## config.mk

```make
export PLATFORM = sky130hd
export DESIGN_NAME = prf_divider
export DESIGN_NICKNAME = d
export VERILOG_FILES = /design/src/design/prf_pkg.sv /design/src/design/prf_divider.sv
export SDC_FILE = /design/constraint.sdc
export NUM_CORES = 1
export LEC_CHECK = 0
export BUFFER_PORTS_ARGS = -buffer_cell sky130_fd_sc_hd__buf_2
export CORE_AREA = 2 2 130 132
export CTS_CLUSTER_DIAMETER = 100
export DETAILED_ROUTE_END_ITERATION = 10
export DIE_AREA = 0 0 132 134
export PLACE_DENSITY_LB_ADDON = 0.12
export SLEW_MARGIN = 20
export SYNTH_ARGS = -nofsm -noshare
export SYNTH_HDL_FRONTEND = slang
export SYNTH_SLANG_ARGS = --single-unit
export TNS_END_PERCENT = 1
```

## constraint.sdc

```tcl
create_clock -name aclk -period 4.15 [get_ports aclk]
set_input_delay 1.0375 -clock aclk [delete_from_list [all_inputs] [get_ports aclk]]
set_output_delay 1.0375 -clock aclk [all_outputs]
set_load 0.02 [all_outputs]
```

## src/design/prf_pkg.sv

```systemverilog
// shared types and constants for the primitive root finder
package prf_pkg;

    localparam int          MODULUS_BITS = 31;
    localparam logic [63:0] PRNG_SEED = 64'd88172645463325252;
    localparam logic [15:0] TRIES_RESET = 16'd1024;

    typedef enum logic [4:0] {
        ST_IDLE,
        ST_FAC_INIT,
        ST_FAC_SQ,
        ST_FAC_SQ_CHK,
        ST_FAC_DIV,
        ST_FAC_DIV_CHK,
        ST_FAC_LAST,
        ST_TRY,
        ST_RAND_DIV,
        ST_RAND_DONE,
        ST_Q_LOAD,
        ST_EXP_DIV,
        ST_EXP_DONE,
        ST_POW_STEP,
        ST_POW_MUL,
        ST_POW_SQ,
        ST_POW_CHK,
        ST_DONE
    } state_t;

endpackage

```

## src/design/prf_divider.sv

```systemverilog
// restoring divider, one quotient bit per cycle, 64-bit dividend
module prf_divider
    import prf_pkg::*;
(
    input  logic        aclk,
    input  logic        aresetn,
    input  logic        start,
    input  logic [63:0] dividend,
    input  logic [31:0] divisor,
    output logic        busy,
    output logic [63:0] quotient,
    output logic [31:0] remainder
);
    logic [63:0] quo_reg, quo_next;
    logic [32:0] rem_reg, rem_next;
    logic [31:0] dvs_reg, dvs_next;
    logic [6:0]  cnt_reg, cnt_next;
    logic        busy_reg, busy_next;
    logic [32:0] trial;
    logic [32:0] shifted;

    always_comb begin
        quo_next  = quo_reg;
        rem_next  = rem_reg;
        dvs_next  = dvs_reg;
        cnt_next  = cnt_reg;
        busy_next = busy_reg;
        shifted   = {rem_reg[31:0], quo_reg[63]};
        trial     = shifted - {1'b0, dvs_reg};
        if (start) begin
            quo_next  = dividend;
            rem_next  = '0;
            dvs_next  = divisor;
            cnt_next  = 7'd64;
            busy_next = 1'b1;
        end else if (busy_reg) begin
            if (!trial[32]) begin
                rem_next = trial;
                quo_next = {quo_reg[62:0], 1'b1};
            end else begin
                rem_next = shifted;
                quo_next = {quo_reg[62:0], 1'b0};
            end
            cnt_next = cnt_reg - 7'd1;
            if (cnt_reg == 7'd1) begin
                busy_next = 1'b0;
            end
        end
    end

    always_ff @(posedge aclk) begin
        if (!aresetn) begin
            busy_reg <= 1'b0;
            cnt_reg  <= '0;
        end else begin
            busy_reg <= busy_next;
            cnt_reg  <= cnt_next;
        end
        quo_reg <= quo_next;
        rem_reg <= rem_next;
        dvs_reg <= dvs_next;
    end

    assign busy      = busy_reg;
    assign quotient  = quo_reg;
    assign remainder = rem_reg[31:0];
endmodule
```

==> results of run 1 <==
-- worst max-delay path: cells and delay by family, from the launching register on --
kind | cells | cell delay (ns)
fa+ha+maj | 2 | 0.63
xor+xnor | 1 | 0.85
compound gates | 5 | 0.82
flops | 1 | 0.35
mux | 1 | 0.21
buf+inv | 2 | 0.42
simple gates | 1 | 0.18
-- cells in the final DEF (no fill, tap or decap), types with 3 or more instances in the layout --
| cell type | Yosys | final |
|---|---|---|
| and3_1 | 3 | 3 |
| mux2i_1 | 28 | 28 |
| o31ai_1 | 3 | 3 |
| nor3_1 | 5 | 5 |
| dfxtp_1 | 40 | 39 |
| buf_2 | 2 | 194 |
| o21ai_1 | 3 | 3 |
| nor2_1 | 50 | 50 |
| o211ai_1 | 3 | 3 |
| nor2b_1 | 7 | 7 |
| mux2_2 | 64 | 64 |
| inv_1 | 39 | 38 |
| a211oi_1 | 26 | 26 |
| ha_1 | 34 | 34 |
| bufinv_16 | 0 | 4 |
| a21oi_1 | 30 | 30 |
| o21ai_0 | 20 | 20 |
| nand4_1 | 5 | 5 |
| buf_4 | 1 | 8 |
| nand2b_1 | 4 | 4 |
| xnor2_1 | 21 | 21 |
| nand3_1 | 7 | 7 |
| clkbuf_16 | 0 | 17 |
| o21a_1 | 6 | 6 |
| nand2_1 | 33 | 33 |
| and2_1 | 5 | 5 |
| xor2_1 | 12 | 12 |
| nand3b_1 | 3 | 3 |
| edfxtp_1 | 96 | 96 |
| a21o_1 | 20 | 20 |
| a31oi_1 | 4 | 4 |
| inv_6 | 0 | 5 |
-- how the worst max path moves through the flow --
stage,startpoint,to,depth (start not counted)
floorplan,start,quotient[0],4
global placement,quotient[63],rem_reg[14],12
detailed placement,quotient[63],rem_reg[12],12
CTS,quotient[63],rem_reg[12],12
global route,quotient[63],rem_reg[12],12
finish,quotient[63],rem_reg[12],12
-- layout make-up --
| cell class | instances | area (um2) | area share [%] |
|---|---|---|---|
| clock inverters | 12 | 186 | 2.06 |
| multi-input cells | 424 | 3280 | 36.2 |
| repair buffers | 202 | 1030 | 11.4 |
| well taps | 220 | 275 | 3.04 |
| inverters | 39 | 146 | 1.61 |
| flip-flops and latches | 136 | 3680 | 40.6 |
| diodes | 1 | 2.50 | 0.0276 |
| clock buffers | 20 | 457 | 5.04 |
-- kinds of logic (layout without fill, tap and decap cells) --
family / after synthesis / in the layout
AND/OR/NAND/NOR: 127 / 127
flip-flops: 136 / 136
XOR/XNOR: 34 / 34
buffers and inverters: 63 / 273
AO/OA/AOI/OAI: 136 / 136
other: 0 / 1
adder cells (fa/ha/maj): 35 / 35
multiplexers: 92 / 92
-- metrics by stage --
step / setup slack [ns] / util (%) / hold slack, ns / total power (W) / instance area, um2
after global placement: 0.598 / 51.7 / 0.466 / 0.00259 / 8420
after floorplan: 0.818 / - / 0.468 / 0.00235 / 7250
after detailed placement: 0.521 / 51.7 / 0.492 / 0.00261 / 8420
after CTS: 0.499 / 55.6 / 0.499 / 0.00429 / 9060
final: 0.525 / 55.7 / 0.488 / 0.00424 / 9070
after global routing: 0.279 / 55.6 / 0.526 / 0.00445 / 9060
-- routing by layer --
metal / wire, um / part of all wire, % / up-vias
li1: - / - / 2691
met1: 7260 / 42 / 2581
met2: 8240 / 48 / 164
met3: 1350 / 7.9 / 19
met4: 261 / 1.5 / 2
met5: 13 / 0.076 / -
-- where the power goes --
group | switching, W | leakage (nW) | total, W | internal [W]
registers | 0.0000759 | 1.29 | 0.00168 | 0.00160
clock network | 0.000613 | 0.316 | 0.00166 | 0.00105
logic | 0.000523 | 2.36 | 0.000902 | 0.000379
total | 0.00121 | 3.96 | 0.00424 | 0.00303
-- cells in the mapped netlist (3+ instances only) --
cell / n / area (um2)
nand2_1: 33 / 124
o211ai_1: 3 / 22.5
nand3b_1: 3 / 22.5
a21o_1: 20 / 150
inv_1: 39 / 146
dfxtp_1: 40 / 801
and2_1: 5 / 31.3
xnor2_1: 21 / 184
edfxtp_1: 96 / 2880
o21ai_1: 3 / 15.0
o21ai_0: 20 / 100
mux2_2: 64 / 721
and3_1: 3 / 18.8
clkbuf_1: 13 / 48.8
nand4_1: 5 / 31.3
mux2i_1: 28 / 280
nor2b_1: 7 / 43.8
nor2_1: 50 / 188
a21oi_1: 30 / 150
nor3_1: 5 / 25.0
xor2_1: 12 / 105
a31oi_1: 4 / 25.0
nand3_1: 7 / 35.0
buf_1: 4 / 15.0
o21a_1: 6 / 45.0
a211oi_1: 26 / 195
o31ai_1: 3 / 22.5
nand2b_1: 4 / 25.0
ha_1: 34 / 425
==> flow_summary.ini, run 1 <==
[cells_and_area]
final_nets = 954
n_fill_cell = 1493
largest_reg_flops = 64
fin_cells = 1054
drive_above_1_share_pct = 37.0
syn_to_final_growth_pct = 25.1

[clock_network]
clk_path_buf_depth = 2
numCtsBuffers = 17
postCtsSetupRepairBufs = 0
clkTransAtPathRegs_ns = 0.06
cts-hold-fix-buffers = 0
postCtsResizedCells = 0
cts.sinks = 136
cts_tree = built
clk_latency_ns = 0.42
htree_num_levels = 4
cts-root-buf = clkbuf_16

[placement]
dp.cells = 1021
hpwl_um = 12500
gp_routability_congestion = 0.872
port-buffer-count = 195

[synthesis]
syn_avg_cell_area_um2 = 11.6
yosys_warnings = 0
syn-num-nets = 757
synth_xor_area_share_pct = 4.37
synth.distinct_cells = 56
synth_fa_ha_area_share_pct = 6.15
synth-main-ff-cell = edfxtp_1
synth_cells = 623
synth_compound_area_share_pct = 13.0
synthSimpleGateAreaFrac_pct = 7.98
synth_top_family_by_area = multiplexers
synthMuxAreaShare_pct = 13.8
synth_async_sr_flop_share_pct = 0
yosysSeqAreaShare_pct = 50.8
synth-edff-count = 96
syn-cell-area_um2 = 7250
synth_seq_cells = 136

[power]
powerDensity_nw_per_um2 = 468
vdd_drop_max_uv = 292
p_leak_nw = 3.96

[global_routing]
grt_first_pass_wirelength_um = 28200
grt_pass1_vias = 5685
grt_max_degree = 62
grt.busiest_layer = met2
grt_use_total_pct = 20.0
grt-ovfl-total = 0
antenna_found_initial = 2
met1_usage_pct = 24.4
grt_use_met3_pct = 7.18
met2_usage_pct = 33.1

[setup_path]
reg2reg_depth = 12
worstSetupPathType = flop to flop
critPathMaxFanout = 27
reg2reg_setup_slack_ns = 0.52
worstPathRequired_ns = 4.41
slowest_stage = xnor2_4
r2r_start = quotient[63]
cpPeakStageDelay_ns = 0.85
crit_path_start_kind = flop
setup.worst_path.end_class = flop
crit_arrival_ns = 3.89
crit_chain = inv_1 > ha_1 > fa_1 > nor2b_1 > o2111a_1 > o31a_1 > o21ba_4 > o31ai_4 > xnor2_4 > buf_4 > mux2i_1 > a211oi_1
r2r_end = rem_reg[12]

[hold_path]
whs_path_depth = 2
min_to = rem_reg[7]
min_path_type = flop to flop
hp-start = rem_reg[7]

[sta]
hold_viol = 0
slew_viol_final = 0
fin_skew_ns = 0.0174
setup_viol = 0
worst_slew_pin_slew_ns = 1.07
fmax_mhz = 276
rsz0062_at_grt = false
tns_ns = 0
min_period_over_period_pct = 87.4
layout_min_cycle_time_ns = 3.63
maxSlewHeadroom_pct = 28.7

[floorplanning]
die_h_um = 134
io_pins = 196
initial_core_util_pct = 44.5
row_count = 47
die_area_um2 = 17700
die_x_um = 132
core_area_um2 = 16300

[route]
drcViolationCount = 0
avgViaCountPerCell = 5.18
final_antenna_net_count = 0
routed_wl_um = 17100
dr.pass1.iters = 4
wire_per_inst_um = 16.2
dr_total_vias = 5457
first_iter_violations = 201

[run_status]
status = finished, final reports clean

[job]
maxCapViolations = 0
Power figures use the tool's default switching activity.
==> inputs of run 2 (changes only) <==
==> constraint.sdc (replaced) <==
create_clock -name aclk -period 3.9 [get_ports aclk]
set_input_delay 0.975 -clock aclk [delete_from_list [all_inputs] [get_ports aclk]]
set_output_delay 0.975 -clock aclk [all_outputs]
set_load 0.02 [all_outputs]
==> flow_summary.ini, run 2 (same netlist as run 1, synthesis figures left out) <==
[run_status]
status = finished, final reports clean

[route]
first_iter_violations = 268
final_antenna_net_count = 0
avgViaCountPerCell = 5.14
dr.pass1.iters = 5
dr_total_vias = 5435
drcViolationCount = 0
routed_wl_um = 17000
wire_per_inst_um = 16.1

[sta]
slew_viol_final = 0
min_period_over_period_pct = 88.8
worst_slew_pin_slew_ns = 0.902
tns_ns = 0
rsz0062_at_grt = false
fin_skew_ns = 0.0110
maxSlewHeadroom_pct = 39.9
hold_viol = 0
whs_ns = 0.477
setup_viol = 0
fmax_mhz = 289
layout_min_cycle_time_ns = 3.46

[hold_path]
min_path_type = flop to flop

[power]
powerDensity_nw_per_um2 = 489
vdd_drop_max_uv = 308
p_leak_nw = 3.94

[clock_network]
cts_tree = built
postCtsResizedCells = 0
htree_num_levels = 4
cts.sinks = 136
clk_latency_ns = 0.42
cts-hold-fix-buffers = 0
clkTransAtPathRegs_ns = 0.06
postCtsSetupRepairBufs = 0
numCtsBuffers = 17
clk_path_buf_depth = 2
cts-root-buf = clkbuf_16

[setup_path]
r2r_start = quotient[63]
crit_chain = inv_1 > ha_1 > fa_1 > nor2b_1 > o2111a_1 > o31a_1 > o21ba_4 > o31ai_4 > xnor2_4 > buf_4 > mux2i_1 > a211oi_1
slowest_stage = xnor2_4
crit_path_end = rem_reg[26]
r2r_end = rem_reg[26]
cpPeakStageDelay_ns = 0.73
crit_arrival_ns = 3.78
crit_buf_inv = 2
critPathMaxFanout = 24
critical_path.top_delay_family = compound AO/OA/AOI/OAI gates
worstPathRequired_ns = 4.21
reg2reg_setup_slack_ns = 0.44
crit_start = quotient[63]
reg2reg_depth = 12
crit_path_start_kind = flop
setup.worst_path.end_class = flop
worstSetupPathType = flop to flop
cp.depth = 12

[cells_and_area]
final_nets = 953
n_fill_cell = 1447
multi_input_area_um2 = 3280
largest_reg_flops = 64
regArea_um2 = 3680
layout_commonest_cell = buf_2
mostFrequentLayoutCells = buf_2 (194), edfxtp_1 (96), mux2_2 (64)
syn_to_final_growth_pct = 24.9
drive_above_1_share_pct = 36.7

[global_routing]
grt_first_pass_wirelength_um = 27600
grt_max_degree = 128
grt_use_total_pct = 19.7
antenna_found_initial = 6
grt-ovfl-total = 0
grt_pass1_vias = 5508

[floorplanning]
io_pins = 196
die_h_um = 134
die_area_um2 = 17700
core_area_um2 = 16300
row_count = 47
die_x_um = 132
initial_core_util_pct = 44.5

[placement]
hpwl_um = 12300
port-buffer-count = 195
gp_routability_congestion = 0.847

[job]
maxCapViolations = 0
-- run 2: cell types whose count changed in the layout (fill, tap and decap cells not counted), moves of 2 or more --
cell        previous run  this run
diode_2                1         5
buf_4                  8         6
clkinvlp_4             0         3
inv_6                  5         2
clkbuf_1               1         3
clkinv_4               2         0
-- run 2: worst register-to-register path, stage by stage, from the launching register on --
cell      delay (ns)
edfxtp_1        0.37
inv_1           0.06
ha_1            0.22
fa_1            0.42
nor2b_1         0.17
o2111a_1        0.24
o31a_1          0.20
o21ba_4         0.17
o31ai_4         0.09
xnor2_4         0.73
buf_4           0.32
mux2i_1         0.09
a211oi_1        0.28
-- run 2: power breakdown --
part	internal [W]	switching, W	total, W	leakage [nW]
Combinational	0.000404	0.000558	0.000962	2.36
Sequential	0.00171	0.0000822	0.00179	1.29
Clock	0.00106	0.000615	0.00168	0.292
Total	0.00317	0.00126	0.00443	3.94
-- run 2: worst min-delay path by stage --
stage	from	end	slack, ns	cells past startpoint
2_1_floorplan	cnt_reg[0]	cnt_reg[0]	0.47	2
3_3_place_gp	rem_reg[7]	rem_reg[7]	0.47	2
3_5_place_dp	rem_reg[7]	rem_reg[7]	0.48	2
4_1_cts	rem_reg[7]	rem_reg[7]	0.48	2
5_1_grt	rem_reg[7]	rem_reg[7]	0.51	2
6_report	rem_reg[7]	rem_reg[7]	0.48	2
-- run 2: metrics by stage --
step	instance area (um2)	worst slack [ns]	std cells	util [%]	total power [W]
after global routing	9040	0.197	1053	55.5	0.00464
after floorplan	7250	0.630	623	-	0.00250
after detailed placement	8430	0.446	1020	51.7	0.00278
final	9050	0.439	1057	55.6	0.00443
after global placement	8430	0.549	1020	51.7	0.00276
after CTS	9040	0.400	1052	55.5	0.00448
-- run 2: routing by layer --
| layer | global-route usage, % | vias to the layer above | part of all wire, % |
|---|---|---|---|
| li1 | - | 2695 | - |
| met1 | 23.0 | 2542 | 43 |
| met2 | 32.6 | 169 | 47 |
| met3 | 7.94 | 27 | 7.8 |
| met4 | 7.55 | 2 | 1.9 |
| met5 | 0 | - | 0.076 |
-- run 2: final cells by class --
| type | instances | area share [%] |
|---|---|---|
| well taps | 220 | 3.04 |
| flip-flops and latches | 136 | 40.7 |
| diodes | 5 | 0.138 |
| inverters | 39 | 1.62 |
| clock buffers | 22 | 5.25 |
| clock inverters | 10 | 1.55 |
| multi-input cells | 424 | 36.3 |
| repair buffers | 201 | 11.4 |
